File: src/rtl/pre_pkg.sv
package pre_pkg;

    typedef struct packed {
        logic [5:0] page;
        logic       is_write;
    } t_req;

    typedef struct packed {
        logic [1:0] status;
        logic [3:0] frame;
        logic [5:0] evicted_page;
    } t_rsp;

    localparam logic [1:0] ST_HIT     = 2'd0;
    localparam logic [1:0] ST_FREE    = 2'd1;
    localparam logic [1:0] ST_EVICT   = 2'd2;
    localparam logic [1:0] ST_INVALID = 2'd3;

    localparam logic [1:0] CFG_POLICY = 2'd0;
    localparam logic [1:0] CFG_PAGES  = 2'd1;
    localparam logic [1:0] CFG_FRAMES = 2'd2;
    localparam logic [1:0] CFG_PERIOD = 2'd3;

    localparam logic [1:0] POL_FIFO   = 2'd0;
    localparam logic [1:0] POL_SECOND = 2'd1;
    localparam logic [1:0] POL_NRU    = 2'd2;
    localparam logic [1:0] POL_AGING  = 2'd3;

    typedef enum logic [3:0] {
        S_CLEAR,
        S_IDLE,
        S_HIT,
        S_FIFO,
        S_FIFOW,
        S_SC_MOD,
        S_SC_RD,
        S_SC_CHK,
        S_NRU,
        S_AGE,
        S_EV_RD,
        S_EV_WR,
        S_OMOD,
        S_MAP,
        S_DONE
    } t_state;

endpackage

File: src/rtl/pre_ram.sv
module pre_ram
    import pre_pkg::*;
#(
    parameter int DEPTH = 64,
    parameter int WIDTH = 8
) (
    input  logic                                 i_clk,
    input  logic                                 i_we,
    input  logic [(DEPTH > 1 ? $clog2(DEPTH) : 1)-1:0] i_waddr,
    input  logic [WIDTH-1:0]                     i_wdata,
    input  logic [(DEPTH > 1 ? $clog2(DEPTH) : 1)-1:0] i_raddr,
    output logic [WIDTH-1:0]                     o_rdata
);

    logic [WIDTH-1:0] r_mem [DEPTH];

    always_ff @(posedge i_clk) begin
        if (i_we) begin
            r_mem[i_waddr] <= i_wdata;
        end
        o_rdata <= r_mem[i_raddr];
    end

endmodule

File: src/rtl/page_replacement_engine.sv
// page replacement engine
// request channel: i_req_valid / o_req_ready carry one access (page, is_write).
// response channel: o_rsp_valid / i_rsp_ready carry one result per request
// (status, frame, evicted_page).
// configuration: i_cfg_we writes i_cfg_data into register i_cfg_idx at once
// (policy, pages in use, frames in use, tick period); write only when idle.
// path from acceptance to o_rsp_valid high: an invalid page goes straight
// to the result; a hit reads its frame from the page table; a fault into a
// free frame maps the page with no search; eviction adds the victim search:
// fifo reads the page in the oldest frame, second chance visits frames from
// the oldest one, nru and aging scan every valid page, and the oldest-frame
// pointer is then wrapped. one request is worked at a time; the page-table
// memories with one read port per cycle set the pace. after reset the block
// sweeps the age memory before the first request is accepted.
// a finished result sits in the output register; a stalled receiver holds
// it there while the next request may already be accepted and worked, and
// that request's result waits until the output register is free.
module page_replacement_engine
    import pre_pkg::*;
#(
    parameter int MAX_PAGES  = 64,
    parameter int MAX_FRAMES = 16,
    parameter int AGE_BITS   = 8
) (
    input  logic        i_clk,
    input  logic        i_rst_n,
    input  logic        i_req_valid,
    output logic        o_req_ready,
    input  t_req        i_req,
    output logic        o_rsp_valid,
    input  logic        i_rsp_ready,
    output t_rsp        o_rsp,
    input  logic        i_cfg_we,
    input  logic [1:0]  i_cfg_idx,
    input  logic [15:0] i_cfg_data
);

    localparam int PW  = MAX_PAGES > 1 ? $clog2(MAX_PAGES) : 1;
    localparam int FW  = MAX_FRAMES > 1 ? $clog2(MAX_FRAMES) : 1;
    localparam int NPW = $clog2(MAX_PAGES + 1);
    localparam int NFW = $clog2(MAX_FRAMES + 1);

    t_state r_state, n_state;
    logic [1:0]  r_policy;
    logic [6:0]  r_pages;
    logic [4:0]  r_frames;
    logic [15:0] r_period;
    logic [15:0] r_acc, n_acc;
    logic [NFW-1:0] r_used, n_used;
    logic [FW-1:0]  r_next_free, n_next_free;
    logic [FW-1:0]  r_oldest, n_oldest;
    logic [MAX_PAGES-1:0] r_mapped, n_mapped, r_dirty, n_dirty, r_ref, n_ref;
    logic [PW-1:0]  r_page, n_page;
    logic           r_wr, n_wr;
    logic           r_tick, n_tick;
    logic [FW-1:0]  r_frame, n_frame;
    logic [PW-1:0]  r_v, n_v;
    logic [1:0]     r_stat, n_stat;
    logic [FW-1:0]  r_f, n_f;
    logic [NFW-1:0] r_cnt, n_cnt;
    logic [NPW-1:0] r_scan, n_scan;
    logic           r_pv, n_pv;
    logic [PW-1:0]  r_pp, n_pp;
    logic           r_found, n_found;
    logic [AGE_BITS-1:0] r_best, n_best;
    logic [PW-1:0]  r_bidx, n_bidx;
    logic [3:0]     r_nf, n_nf;
    logic [PW-1:0]  r_ni [4];
    logic [PW-1:0]  n_ni [4];
    logic [FW:0]    r_omod, n_omod;
    logic           r_out_valid, n_out_valid;
    t_rsp           r_out, n_out;
    t_rsp           r_res, n_res;

    logic [NPW-1:0] np;
    logic [NFW-1:0] nf;
    logic [16:0]    cnt;

    logic                fop_we, pof_we, age_we;
    logic [PW-1:0]       fop_waddr, fop_raddr, age_waddr, age_raddr, pof_wdata, pof_rdata;
    logic [FW-1:0]       fop_wdata, fop_rdata, pof_waddr, pof_raddr;
    logic [AGE_BITS-1:0] age_wdata, age_rdata, age_sum;
    logic [PW-1:0]       sp;

    pre_ram #(.DEPTH(MAX_PAGES), .WIDTH(FW)) u_fop (
        .i_clk(i_clk), .i_we(fop_we), .i_waddr(fop_waddr), .i_wdata(fop_wdata),
        .i_raddr(fop_raddr), .o_rdata(fop_rdata)
    );

    pre_ram #(.DEPTH(MAX_FRAMES), .WIDTH(PW)) u_pof (
        .i_clk(i_clk), .i_we(pof_we), .i_waddr(pof_waddr), .i_wdata(pof_wdata),
        .i_raddr(pof_raddr), .o_rdata(pof_rdata)
    );

    pre_ram #(.DEPTH(MAX_PAGES), .WIDTH(AGE_BITS)) u_age (
        .i_clk(i_clk), .i_we(age_we), .i_waddr(age_waddr), .i_wdata(age_wdata),
        .i_raddr(age_raddr), .o_rdata(age_rdata)
    );

    assign np  = (int'(r_pages) > MAX_PAGES) ? NPW'(MAX_PAGES) : NPW'(r_pages);
    assign nf  = (r_frames == 5'd0) ? NFW'(1) :
                 ((int'(r_frames) > MAX_FRAMES) ? NFW'(MAX_FRAMES) : NFW'(r_frames));
    assign cnt = {1'b0, r_acc} + 17'd1;
    assign sp  = r_scan[PW-1:0];
    assign age_sum = age_rdata + AGE_BITS'(r_tick & r_ref[r_pp]);

    assign o_req_ready = (r_state == S_IDLE);
    assign o_rsp_valid = r_out_valid;
    assign o_rsp       = r_out;

    always_comb begin
        n_state = r_state; n_acc = r_acc; n_used = r_used; n_next_free = r_next_free;
        n_oldest = r_oldest; n_mapped = r_mapped; n_dirty = r_dirty; n_ref = r_ref;
        n_page = r_page; n_wr = r_wr; n_tick = r_tick; n_frame = r_frame; n_v = r_v;
        n_stat = r_stat; n_f = r_f; n_cnt = r_cnt; n_scan = r_scan; n_pv = r_pv;
        n_pp = r_pp; n_found = r_found; n_best = r_best; n_bidx = r_bidx; n_nf = r_nf;
        n_ni = r_ni; n_omod = r_omod; n_out = r_out; n_res = r_res;
        n_out_valid = r_out_valid && !i_rsp_ready;
        fop_we = 1'b0; fop_waddr = r_page; fop_wdata = r_frame; fop_raddr = r_v;
        pof_we = 1'b0; pof_waddr = r_frame; pof_wdata = r_page; pof_raddr = '0;
        age_we = 1'b0; age_waddr = r_pp; age_wdata = age_sum; age_raddr = sp;
        unique case (r_state)
            S_CLEAR: begin
                age_we    = 1'b1;
                age_waddr = sp;
                age_wdata = '0;
                if (int'(r_scan) == MAX_PAGES - 1) begin
                    n_scan  = '0;
                    n_state = S_IDLE;
                end else begin
                    n_scan = r_scan + 1'b1;
                end
            end
            S_IDLE: begin
                fop_raddr = PW'(i_req.page);
                if (i_req_valid) begin
                    n_page = PW'(i_req.page);
                    n_wr   = i_req.is_write;
                    n_v    = '0;
                    if (int'(i_req.page) >= int'(np)) begin
                        n_res   = '{status: ST_INVALID, frame: 4'd0, evicted_page: 6'd0};
                        n_state = S_DONE;
                    end else begin
                        n_tick = (cnt >= {1'b0, r_period});
                        n_acc  = (cnt >= {1'b0, r_period}) ? 16'd0 : cnt[15:0];
                        if (r_mapped[PW'(i_req.page)]) begin
                            n_ref[PW'(i_req.page)] = 1'b1;
                            n_state = S_HIT;
                        end else if (int'(r_used) < int'(nf)) begin
                            n_frame     = r_next_free;
                            n_next_free = (int'(r_next_free) == MAX_FRAMES - 1) ?
                                          '0 : r_next_free + 1'b1;
                            n_used      = r_used + 1'b1;
                            n_stat      = ST_FREE;
                            n_state     = S_MAP;
                        end else begin
                            n_scan  = '0;
                            n_pv    = 1'b0;
                            n_found = 1'b0;
                            n_nf    = '0;
                            n_f     = r_oldest;
                            n_cnt   = '0;
                            case (r_policy)
                                POL_FIFO:   n_state = S_FIFO;
                                POL_SECOND: n_state = S_SC_MOD;
                                POL_NRU:    n_state = S_NRU;
                                default:    n_state = S_AGE;
                            endcase
                        end
                    end
                end
            end
            S_HIT: begin
                n_res   = '{status: ST_HIT, frame: 4'(fop_rdata), evicted_page: 6'd0};
                n_state = S_DONE;
            end
            S_FIFO: begin
                pof_raddr = (int'(r_oldest) < int'(r_used)) ? r_oldest : '0;
                n_state   = S_FIFOW;
            end
            S_FIFOW: begin
                n_v     = pof_rdata;
                n_state = S_EV_RD;
            end
            S_SC_MOD: begin
                if (int'(r_f) >= int'(nf)) begin
                    n_f = FW'(int'(r_f) - int'(nf));
                end else begin
                    n_state = S_SC_RD;
                end
            end
            S_SC_RD: begin
                pof_raddr = r_f;
                if (r_cnt == nf) begin
                    n_state = S_FIFO;
                end else if (int'(r_f) >= int'(r_used)) begin
                    n_f   = (int'(r_f) + 1 == int'(nf)) ? '0 : r_f + 1'b1;
                    n_cnt = r_cnt + 1'b1;
                end else begin
                    n_state = S_SC_CHK;
                end
            end
            S_SC_CHK: begin
                if (r_ref[pof_rdata]) begin
                    n_ref[pof_rdata] = 1'b0;
                    n_f     = (int'(r_f) + 1 == int'(nf)) ? '0 : r_f + 1'b1;
                    n_cnt   = r_cnt + 1'b1;
                    n_state = S_SC_RD;
                end else begin
                    n_v     = pof_rdata;
                    n_state = S_EV_RD;
                end
            end
            S_NRU: begin
                if (r_scan == np) begin
                    n_state = S_EV_RD;
                    if (r_nf[0])      n_v = r_ni[0];
                    else if (r_nf[1]) n_v = r_ni[1];
                    else if (r_nf[2]) n_v = r_ni[2];
                    else if (r_nf[3]) n_v = r_ni[3];
                    else              n_state = S_FIFO;
                end else begin
                    n_scan = r_scan + 1'b1;
                    if (r_mapped[sp]) begin
                        case ({r_ref[sp], r_dirty[sp]})
                            2'b00: if (!r_nf[0]) begin n_nf[0] = 1'b1; n_ni[0] = sp; end
                            2'b01: begin n_nf[1] = 1'b1; n_ni[1] = sp; end
                            2'b10: if (!r_nf[2]) begin n_nf[2] = 1'b1; n_ni[2] = sp; end
                            default: begin n_nf[3] = 1'b1; n_ni[3] = sp; end
                        endcase
                    end
                end
            end
            S_AGE: begin
                if (r_scan != np) begin
                    n_pp   = sp;
                    n_pv   = 1'b1;
                    n_scan = r_scan + 1'b1;
                end else begin
                    n_pv = 1'b0;
                end
                if (r_pv) begin
                    age_we = r_tick;
                    if (r_mapped[r_pp] && (!r_found || age_sum < r_best)) begin
                        n_found = 1'b1;
                        n_best  = age_sum;
                        n_bidx  = r_pp;
                    end
                end else if (r_scan == np) begin
                    n_v     = r_bidx;
                    n_state = r_found ? S_EV_RD : S_FIFO;
                end
            end
            S_EV_RD: begin
                n_state = S_EV_WR;
            end
            S_EV_WR: begin
                n_frame       = fop_rdata;
                n_mapped[r_v] = 1'b0;
                n_dirty[r_v]  = 1'b0;
                n_ref[r_v]    = 1'b0;
                age_we        = 1'b1;
                age_waddr     = r_v;
                age_wdata     = '0;
                n_stat        = ST_EVICT;
                n_omod        = {1'b0, r_oldest} + 1'b1;
                n_state       = S_OMOD;
            end
            S_OMOD: begin
                if (int'(r_omod) >= int'(nf)) begin
                    n_omod = (FW+1)'(int'(r_omod) - int'(nf));
                end else begin
                    n_oldest = r_omod[FW-1:0];
                    n_state  = S_MAP;
                end
            end
            S_MAP: begin
                fop_we = 1'b1;
                pof_we = 1'b1;
                n_mapped[r_page] = 1'b1;
                if (r_wr) n_dirty[r_page] = 1'b1;
                n_ref[r_page] = 1'b1;
                if (r_tick) begin
                    for (int p = 0; p < MAX_PAGES; p++) begin
                        if (p < int'(np)) n_ref[p] = 1'b0;
                    end
                end
                n_res   = '{status: r_stat, frame: 4'(r_frame), evicted_page: 6'(r_v)};
                n_state = S_DONE;
            end
            S_DONE: begin
                if (!r_out_valid || i_rsp_ready) begin
                    n_out       = r_res;
                    n_out_valid = 1'b1;
                    n_state     = S_IDLE;
                end
            end
            default: n_state = S_IDLE;
        endcase
    end

    always_ff @(posedge i_clk) begin
        if (!i_rst_n) begin
            r_state     <= S_CLEAR;
            r_policy    <= POL_FIFO;
            r_pages     <= 7'd64;
            r_frames    <= 5'd16;
            r_period    <= 16'd1;
            r_acc       <= '0;
            r_used      <= '0;
            r_next_free <= '0;
            r_oldest    <= '0;
            r_mapped    <= '0;
            r_dirty     <= '0;
            r_ref       <= '0;
            r_scan      <= '0;
            r_pv        <= 1'b0;
            r_out_valid <= 1'b0;
        end else begin
            r_state     <= n_state;
            r_acc       <= n_acc;
            r_used      <= n_used;
            r_next_free <= n_next_free;
            r_oldest    <= n_oldest;
            r_mapped    <= n_mapped;
            r_dirty     <= n_dirty;
            r_ref       <= n_ref;
            r_scan      <= n_scan;
            r_pv        <= n_pv;
            r_out_valid <= n_out_valid;
            if (i_cfg_we) begin
                unique case (i_cfg_idx)
                    CFG_POLICY: r_policy <= i_cfg_data[1:0];
                    CFG_PAGES:  r_pages  <= i_cfg_data[6:0];
                    CFG_FRAMES: r_frames <= i_cfg_data[4:0];
                    CFG_PERIOD: r_period <= i_cfg_data;
                    default:    r_period <= i_cfg_data;
                endcase
            end
        end
    end

    always_ff @(posedge i_clk) begin
        r_page  <= n_page;
        r_wr    <= n_wr;
        r_tick  <= n_tick;
        r_frame <= n_frame;
        r_v     <= n_v;
        r_stat  <= n_stat;
        r_f     <= n_f;
        r_cnt   <= n_cnt;
        r_pp    <= n_pp;
        r_found <= n_found;
        r_best  <= n_best;
        r_bidx  <= n_bidx;
        r_nf    <= n_nf;
        r_ni    <= n_ni;
        r_omod  <= n_omod;
        r_out   <= n_out;
        r_res   <= n_res;
    end

    a_used_bounded: assert property (@(posedge i_clk) disable iff (!i_rst_n)
        int'(r_used) <= MAX_FRAMES)
        else $error("used frame count above frame capacity");

    a_accept_leaves_idle: assert property (@(posedge i_clk) disable iff (!i_rst_n)
        i_req_valid && o_req_ready |=> r_state != S_IDLE)
        else $error("request accepted without starting work");

    a_evict_field: assert property (@(posedge i_clk) disable iff (!i_rst_n)
        o_rsp_valid && o_rsp.status != ST_EVICT |-> o_rsp.evicted_page == 6'd0)
        else $error("evicted page reported without eviction");

endmodule

File: config.mk
export PLATFORM = sky130hd
export DESIGN_NAME = page_replacement_engine
export DESIGN_NICKNAME = d
export VERILOG_FILES = /design/src/rtl/pre_pkg.sv /design/src/rtl/pre_ram.sv /design/src/rtl/page_replacement_engine.sv
export SDC_FILE = /design/constraint.sdc
export NUM_CORES = 2
export LEC_CHECK = 0
export BUFFER_PORTS_ARGS = -buffer_cell sky130_fd_sc_hd__buf_2
export CORE_ASPECT_RATIO = 1.2
export CORE_MARGIN = 5
export CORE_UTILIZATION = 60
export CTS_BUF_LIST = sky130_fd_sc_hd__clkbuf_4
export CTS_CLUSTER_SIZE = 28
export DETAILED_ROUTE_END_ITERATION = 6
export GPL_TIMING_DRIVEN = 0
export MAX_ROUTING_LAYER = met4
export PLACE_DENSITY = 0.73
export SLEW_MARGIN = 5
export SYNTH_ARGS = -nofsm -noshare
export SYNTH_HDL_FRONTEND = slang
export SYNTH_HIERARCHICAL = 1
export SYNTH_SLANG_ARGS = --single-unit
File: constraint.sdc
create_clock -name i_clk -period 7.3 [get_ports i_clk]
set_input_delay 0.365 -clock i_clk [delete_from_list [all_inputs] [get_ports i_clk]]
set_output_delay 0.365 -clock i_clk [all_outputs]
set_load 0.02 [all_outputs]
== Word level (Yosys, flattened, before mapping) ==
Memories as Yosys holds them, arrays and structs flattened. A register that Yosys moved wholly into a read port is not among the register bits.
Index checks and enable logic that the tools add are counted.

* RAM bits: 864
* Flip-flop bits (word level): 371
* Logic and storage cells: 484
* Memories kept: 3

* Add/sub/neg operators: 11
* Mux-type cells: 206
* Eq/ne operators: 59
* Bitwise logic cells: 18
* Reductions and logical operators: 61
* $lt $le $gt $ge: 84

{| class="wikitable"
|+ Memories
! name !! words !! bits a word !! read ports !! clocked after memory_dff !! wr ports !! RTL line !! source
|-
| u_age.r_mem || 64 || 8 || 1 || 1 || 1 || pre_ram.sv:15 || <nowiki>logic [WIDTH-1:0] r_mem [DEPTH];</nowiki>
|-
| u_fop.r_mem || 64 || 4 || 1 || 1 || 1 || pre_ram.sv:15 ||
|-
| u_pof.r_mem || 16 || 6 || 1 || 1 || 1 || pre_ram.sv:15 ||
|}

{| class="wikitable"
|+ Operators with widths
! cell !! count
|-
| two-way mux 64 bit || 6
|-
| AND 64 bit || 4
|-
| OR 64 bit || 4
|-
| one-hot mux 64 bit (2 select lines) || 2
|-
| one-hot mux 64 bit (4 select lines) || 1
|-
| less-than comparator 6 x 7 -> 1 bit, first input constant || 32
|-
| two-way mux 4 bit || 40
|-
| inverter 64 bit || 2
|-
| less-than comparator 5 x 7 -> 1 bit, first input constant || 16
|-
| two-way mux 1 bit || 94
|-
| two-way mux 6 bit || 10
|-
| less-than comparator 4 x 7 -> 1 bit, first input constant || 8
|-
| two-way mux 7 bit || 8
|-
| one-hot mux 4 bit (14 select lines) || 1
|-
| two-way mux 5 bit || 10
|-
| inequality test 2 bit, second input constant || 25
|-
| binary-select mux 1 bit (select 6 bit) || 7
|-
| less-than comparator 6 x 7 -> 1 bit, second input constant || 6
|-
| AND reduction 8 bit || 5
|-
| one-hot mux 12 bit (3 select lines) || 1
|-
| one-hot mux 6 bit (5 select lines) || 1
|-
| AND reduction 5 bit || 6
|-
| equality test 4 bit, second input constant || 7
|-
| less-than comparator 3 x 7 -> 1 bit, first input constant || 4
|-
| 65 further kinds || 139
|}

== Depth between registers and ports, before layout ==
* Depth in word-level cells: 10
* Gate-level depth with buffers: 18
* Gate-level depth less buffers: 15

== Cells and area by module ==
The synthesis kept the hierarchy.

{| class="wikitable"
|+ Modules (own cells, without submodules)
! module !! cells an instance !! area an instance (um^2) !! instances
|-
| page_replacement_engine || 2,633 || 23,379.9 || 1
|-
| pre_ram at u_age || 955 || 20,156.8 || 1
|-
| pre_ram at u_fop || 529 || 10,356.2 || 1
|-
| pre_ram at u_pof || 178 || 3,895.0 || 1
|}

== Least setup slack after synthesis ==
Ideal clock, no wire load.

* Path kind: reg2reg
* Start point: register r_pp[0]
* End point: register r_found, enable pin
* Cell stages (with the launch flop): 19
* Clock period less this slack: 6,430 ps
* Library setup time: 293 ps
* Data arrival time: 6,137 ps
* Path buffers: 3
* Slack: 870 ps
* Cells stage by stage: edfxtp_1 clkbuf_1 buf_2 buf_1 mux4_2 mux4_2 mux4_2 and2_1 ha_1 and3_1 nand3_1 xnor2_1 ha_1 a211oi_1 o21ai_0 a31o_2 a21o_1 a211oi_1 o21ba_2

* Longest elaborated chain between the ends: 9
* Elaborated cells between the ends (all ways): 11
* Classes of those cells: add/sub (1); order compare (1); eq/ne (1); mux (4); bitwise (1); reduce/logical (3)

{| class="wikitable"
|+ RTL lines
! element !! RTL line !! source
|-
| start: declaration || page_replacement_engine.sv:63 || <nowiki>logic [PW-1:0] r_pp, n_pp;</nowiki>
|-
| start signal: assignment || page_replacement_engine.sv:352 || <nowiki>r_pp <= n_pp;</nowiki>
|-
| binary-select mux 1 bit (select 6 bit) || page_replacement_engine.sv:105 || <nowiki>assign age_sum = age_rdata + AGE_BITS'(r_tick & r_ref[r_pp]);</nowiki>
|-
| two-way mux 1 bit (implied by the code) || page_replacement_engine.sv:105 ||
|-
| AND 1 bit || page_replacement_engine.sv:105 ||
|-
| adder 8 x 1 -> 8 bit || page_replacement_engine.sv:105 ||
|-
| via age_sum[5] || page_replacement_engine.sv:82 || <nowiki>logic [AGE_BITS-1:0] age_wdata, age_rdata, age_sum;</nowiki>
|-
| less-than comparator 8 bit || page_replacement_engine.sv:244 || <nowiki>if (r_mapped[r_pp] && (!r_found || age_sum < r_best)) begin</nowiki>
|-
| logical OR 1 bit || page_replacement_engine.sv:244 ||
|-
| logical AND 1 bit || page_replacement_engine.sv:244 ||
|-
| inequality test 2 bit (no line) || -- ||
|-
| AND reduction 7 bit (no line) || -- ||
|-
| end signal: assignment || page_replacement_engine.sv:353 || <nowiki>r_found <= n_found;</nowiki>
|-
| end: declaration || page_replacement_engine.sv:64 || <nowiki>logic r_found, n_found;</nowiki>
|}

The timed path passes the listed nets, and every way through them passes these cells. The select of a mux whose other input is x is not followed.
A chain may end at the register's enable or synchronous reset.

== Final worst setup path ==
* Start point: register r_pp[1]
* End point: register r_best[1], enable pin

* Longest elaborated chain between the ends: 8
* Elaborated cells between the ends (all ways): 10
* Classes of those cells: add/sub (1); order compare (1); mux (4); bitwise (1); reduce/logical (3)

{| class="wikitable"
|+ RTL lines
! element !! RTL line !! source
|-
| binary-select mux 1 bit (select 6 bit) || page_replacement_engine.sv:105 ||
|-
| two-way mux 1 bit (implied by the code) || page_replacement_engine.sv:105 ||
|-
| AND 1 bit || page_replacement_engine.sv:105 ||
|-
| adder 8 x 1 -> 8 bit || page_replacement_engine.sv:105 ||
|-
| via age_sum[5] || page_replacement_engine.sv:82 ||
|-
| less-than comparator 8 bit || page_replacement_engine.sv:244 ||
|-
| logical OR 1 bit || page_replacement_engine.sv:244 ||
|-
| logical AND 1 bit || page_replacement_engine.sv:244 ||
|-
| AND reduction 3 bit (no line) || -- ||
|-
| end signal: assignment || page_replacement_engine.sv:354 || <nowiki>r_best <= n_best;</nowiki>
|-
| end: declaration || page_replacement_engine.sv:65 || <nowiki>logic [AGE_BITS-1:0] r_best, n_best;</nowiki>
|}

The timed path passes the listed nets, and every way through them passes these cells. The select of a mux whose other input is x is not followed.

==> flow_metrics.tcl <==
set metrics [dict create \
    cts_tree "built" \
    period_share_pct 97.6 \
    clock_latency_ns 1.31 \
    yosysTopAreaCell "edfxtp_1" \
    fillers 6596 \
    final_net_count 4856 \
    port_buffers 42 \
    rr_worst_depth 18 \
    cts-root-buf "clkbuf_4" \
    violations "max-capacitance violations, max-slew violations" \
    ios 44 \
    synth-edff-count 971 \
    peakVddDrop_mv 0.212 \
    synth_top_family_by_area "multiplexers" \
    async_reset_ff_share_pct 0 \
    powerDensity_mw_per_mm2 216 \
    hold_path_depth 4 \
    hold_end "o_rsp_valid" \
    fin_ws_ns 0.176 \
    slew_violations 11 \
    clk_pin_slew_ns 0.07 \
    coreArea_sq_mm 0.0954 \
    die_area_sq_mm 0.103 \
    ys_warn_count 6 \
    drive_gt1_share_pct 20.4 \
    die_h_um 350 \
    post-place-ws_ns -0.138 \
    syn-num-nets 4385 \
    place.gp.congestion 1.12 \
    reg2reg_from "r_pp[1]" \
    synthTopCellsByArea "edfxtp_1 50%, mux4_2 12%, dfxtp_1 9.8%" \
    reg2reg_slack_ns 0.18 \
    grt_start_max_net_pins 45 \
    setup_violations 0 \
    synth.distinct_cells 85 \
    area_growth_pct 12.2 \
    grt_use_total_pct 45.2 \
    grt-ovfl-total 0 \
    std_cell_rows 124 \
    ys_ff_latch 1253 \
    fmax_ghz 0.140 \
    skew_ns 0.119 \
    yosysSeqAreaShare_pct 60.2 \
    synth_fa_ha_area_share_pct 1.33 \
    yosys.area_share.simple_pct 9.89 \
    start_kind "flop" \
    ant_nets 0 \
    synth-compound-area-share_pct 10.7 \
    worstSetupPathType "reg -> reg" \
    arrival_ns 8.06 \
    cts-buffers-inserted 318 \
    hold_violations 0 \
    grt_pass1_wl_mm 318 \
    cp_data_required_time_ns 8.23 \
    synthFlopType "edfxtp_1" \
    hp-start "i_rsp_ready" \
    slew_headroom_pct -1.22 \
    p_leak_nw 21.6 \
    whs_ns 0.0856 \
    timing.rr.end "r_best[1]" \
    firstDrtPassIters 7 \
    final.min_clock_period_ns 7.12 \
    vias 45173 \
    htree_levels 5 \
    drtIter0Drc 7698 \
    cts.path.max_buffers 4 \
    vias_per_cell 7.22 \
    synthCells 4295 \
    wl_mm 227 \
    netlist_area_sq_mm 0.0578 \
    worst-slew-pin-transition_ns 1.52 \
    placed_area_sq_mm 0.0602 \
    grt_pass1_vias 43943 \
    die_w_um 293 \
    final_cell_area_sq_mm 0.0648 \
    syn_area_per_cell_sq_um 13.5 \
    layout_commonest_cell "edfxtp_1" \
    cts_num_sinks 1253 \
    synth_xor_area_share_pct 0.682 \
    drt_drc_violations_left 0 \
    wl_per_cell_um 36.2 \
    rsz0062_at_grt "no" \
    initial_core_util_pct 60.6 \
    muxShareOfSynthArea_pct 14.3 \
    synth_top_area_share_pct 50.5 \
    dp_hpwl_mm 158 \
    layout_common_cells "971 x edfxtp_1, 438 x clkbuf_4, 421 x nor2_1" \
    crit_fanout 10 \
    status "finished with violations" \
    hp-class "in -> reg" \
    setup.worst_path.end_class "flop" \
    antenna_found_initial 14 \
    finish.utilization_pct 68.0 \
    drv_cap 1 \
]
metal layers:
metal	part of all wire [%]	track usage [%]
met1	33	53.1
met2	45	66.9
met3	12	12.8
met4	9.9	33.3
met5	0	-
area by class of cell:
cell class	instances	area [sq um]	area share, %
Clock inverter	97	468	0.722
Antenna cell	19	47.5	0.0733
Sequential cell	1253	34800	53.7
Tap cell	1260	1580	2.43
Clock buffer	438	3290	5.07
Buffer	287	1360	2.10
Inverter	74	278	0.428
Timing Repair Buffer	152	1560	2.40
Multi-Input combinational cell	2680	21500	33.1
power breakdown:
| group | switching [mW] | internal (mW) | total [mW] |
|---|---|---|---|
| registers | 0.0221 | 7.61 | 7.63 |
| clock network | 2.89 | 2.88 | 5.77 |
| logic | 0.410 | 0.208 | 0.618 |
cells in the mapped netlist, types with 15 or more instances:
library cell and instances:
a211oi_1 43, a21o_1 18, a21oi_1 311, a22o_1 32, a22oi_1 52, a31oi_1 30, and2_1 27, and3_1 46
buf_1 29, buf_2 54, buf_6 15, clkbuf_1 177, dfxtp_1 282, edfxtp_1 971, ha_1 58, inv_1 69
mux2i_1 72, mux4_1 23, mux4_2 303, nand2_1 340, nand2b_1 27, nand3_1 94, nand3b_1 24, nand4_1 20
nor2_1 422, nor2b_1 41, nor3_1 71, nor3b_1 33, o2111ai_1 42, o21ai_0 143, o21ai_1 15, o221ai_1 55
o22ai_1 39, o32a_1 18, or2_2 15, or3_1 16, or3b_2 16, xnor2_1 18, xor2_1 27
metrics by stage:
stage | power, mW | TNS, ns | instances
floorplan | 8.11 | 0 | 4295
detailed placement | 8.34 | -1.43 | 5629
global route | 14.5 | 0 | 6254
global placement | 8.33 | -64.89 | 5597
CTS | 14.0 | 0 | 6240
finish | 14.0 | 0 | 6260
sequential cells by signal, indices dropped and copies added (netlist names), 12 cells and up:
| signal | count |
|---|---|
| r_dirty | 64 |
| r_ni | 24 |
| r_res | 12 |
| u_pof/r_mem | 96 |
| r_period | 16 |
| r_ref | 64 |
| u_fop/r_mem | 256 |
| r_acc | 16 |
| o_rsp | 12 |
| r_mapped | 64 |
| u_age/r_mem | 512 |
cell families after synthesis:
family / Yosys count
adder cells (fa/ha/maj): 60
AO/OA/AOI/OAI: 942
XOR/XNOR: 45
multiplexers: 410
AND/OR/NAND/NOR: 1223
buffers and inverters: 362
flip-flops: 1253
worst max-delay path by stage:
stage	startpoint	endpoint	slack (ns)
floorplan	r_pp[0]	r_found	0.87
global placement	r_pp[0]	r_found	-1.28
detailed placement	r_pp[0]	r_best[1]	-0.14
CTS	r_pp[1]	r_best[1]	0.11
global route	r_pp[0]	r_best[1]	0.09
finish	r_pp[1]	r_best[1]	0.18
what timing repair did:
action | 4_1_cts | 5_1_grt
setup endpoints to repair | 11 | 11
cloned | 0 | 0
endpoints found under the hold margin | 87 | 0
gates resized for setup | 0 | 3
setup buffers | 0 | 0
hold buffers | 77 | 0
critical path, cell delays in order, from the launching register on:
cell      delay (ns)
edfxtp_1        0.37
clkbuf_1        0.68
clkbuf_1        0.64
clkbuf_2        0.57
mux4_2          0.53
mux4_2          0.49
mux4_2          0.46
and2_1          0.27
ha_1            0.28
and3_1          0.17
nand3_1         0.14
xnor2_1         0.19
ha_1            0.30
a211oi_1        0.21
o21ai_0         0.15
a31o_2          0.26
a21o_1          0.20
a211oi_2        0.56
buf_4           0.31
Power figures use the tool's default switching activity.
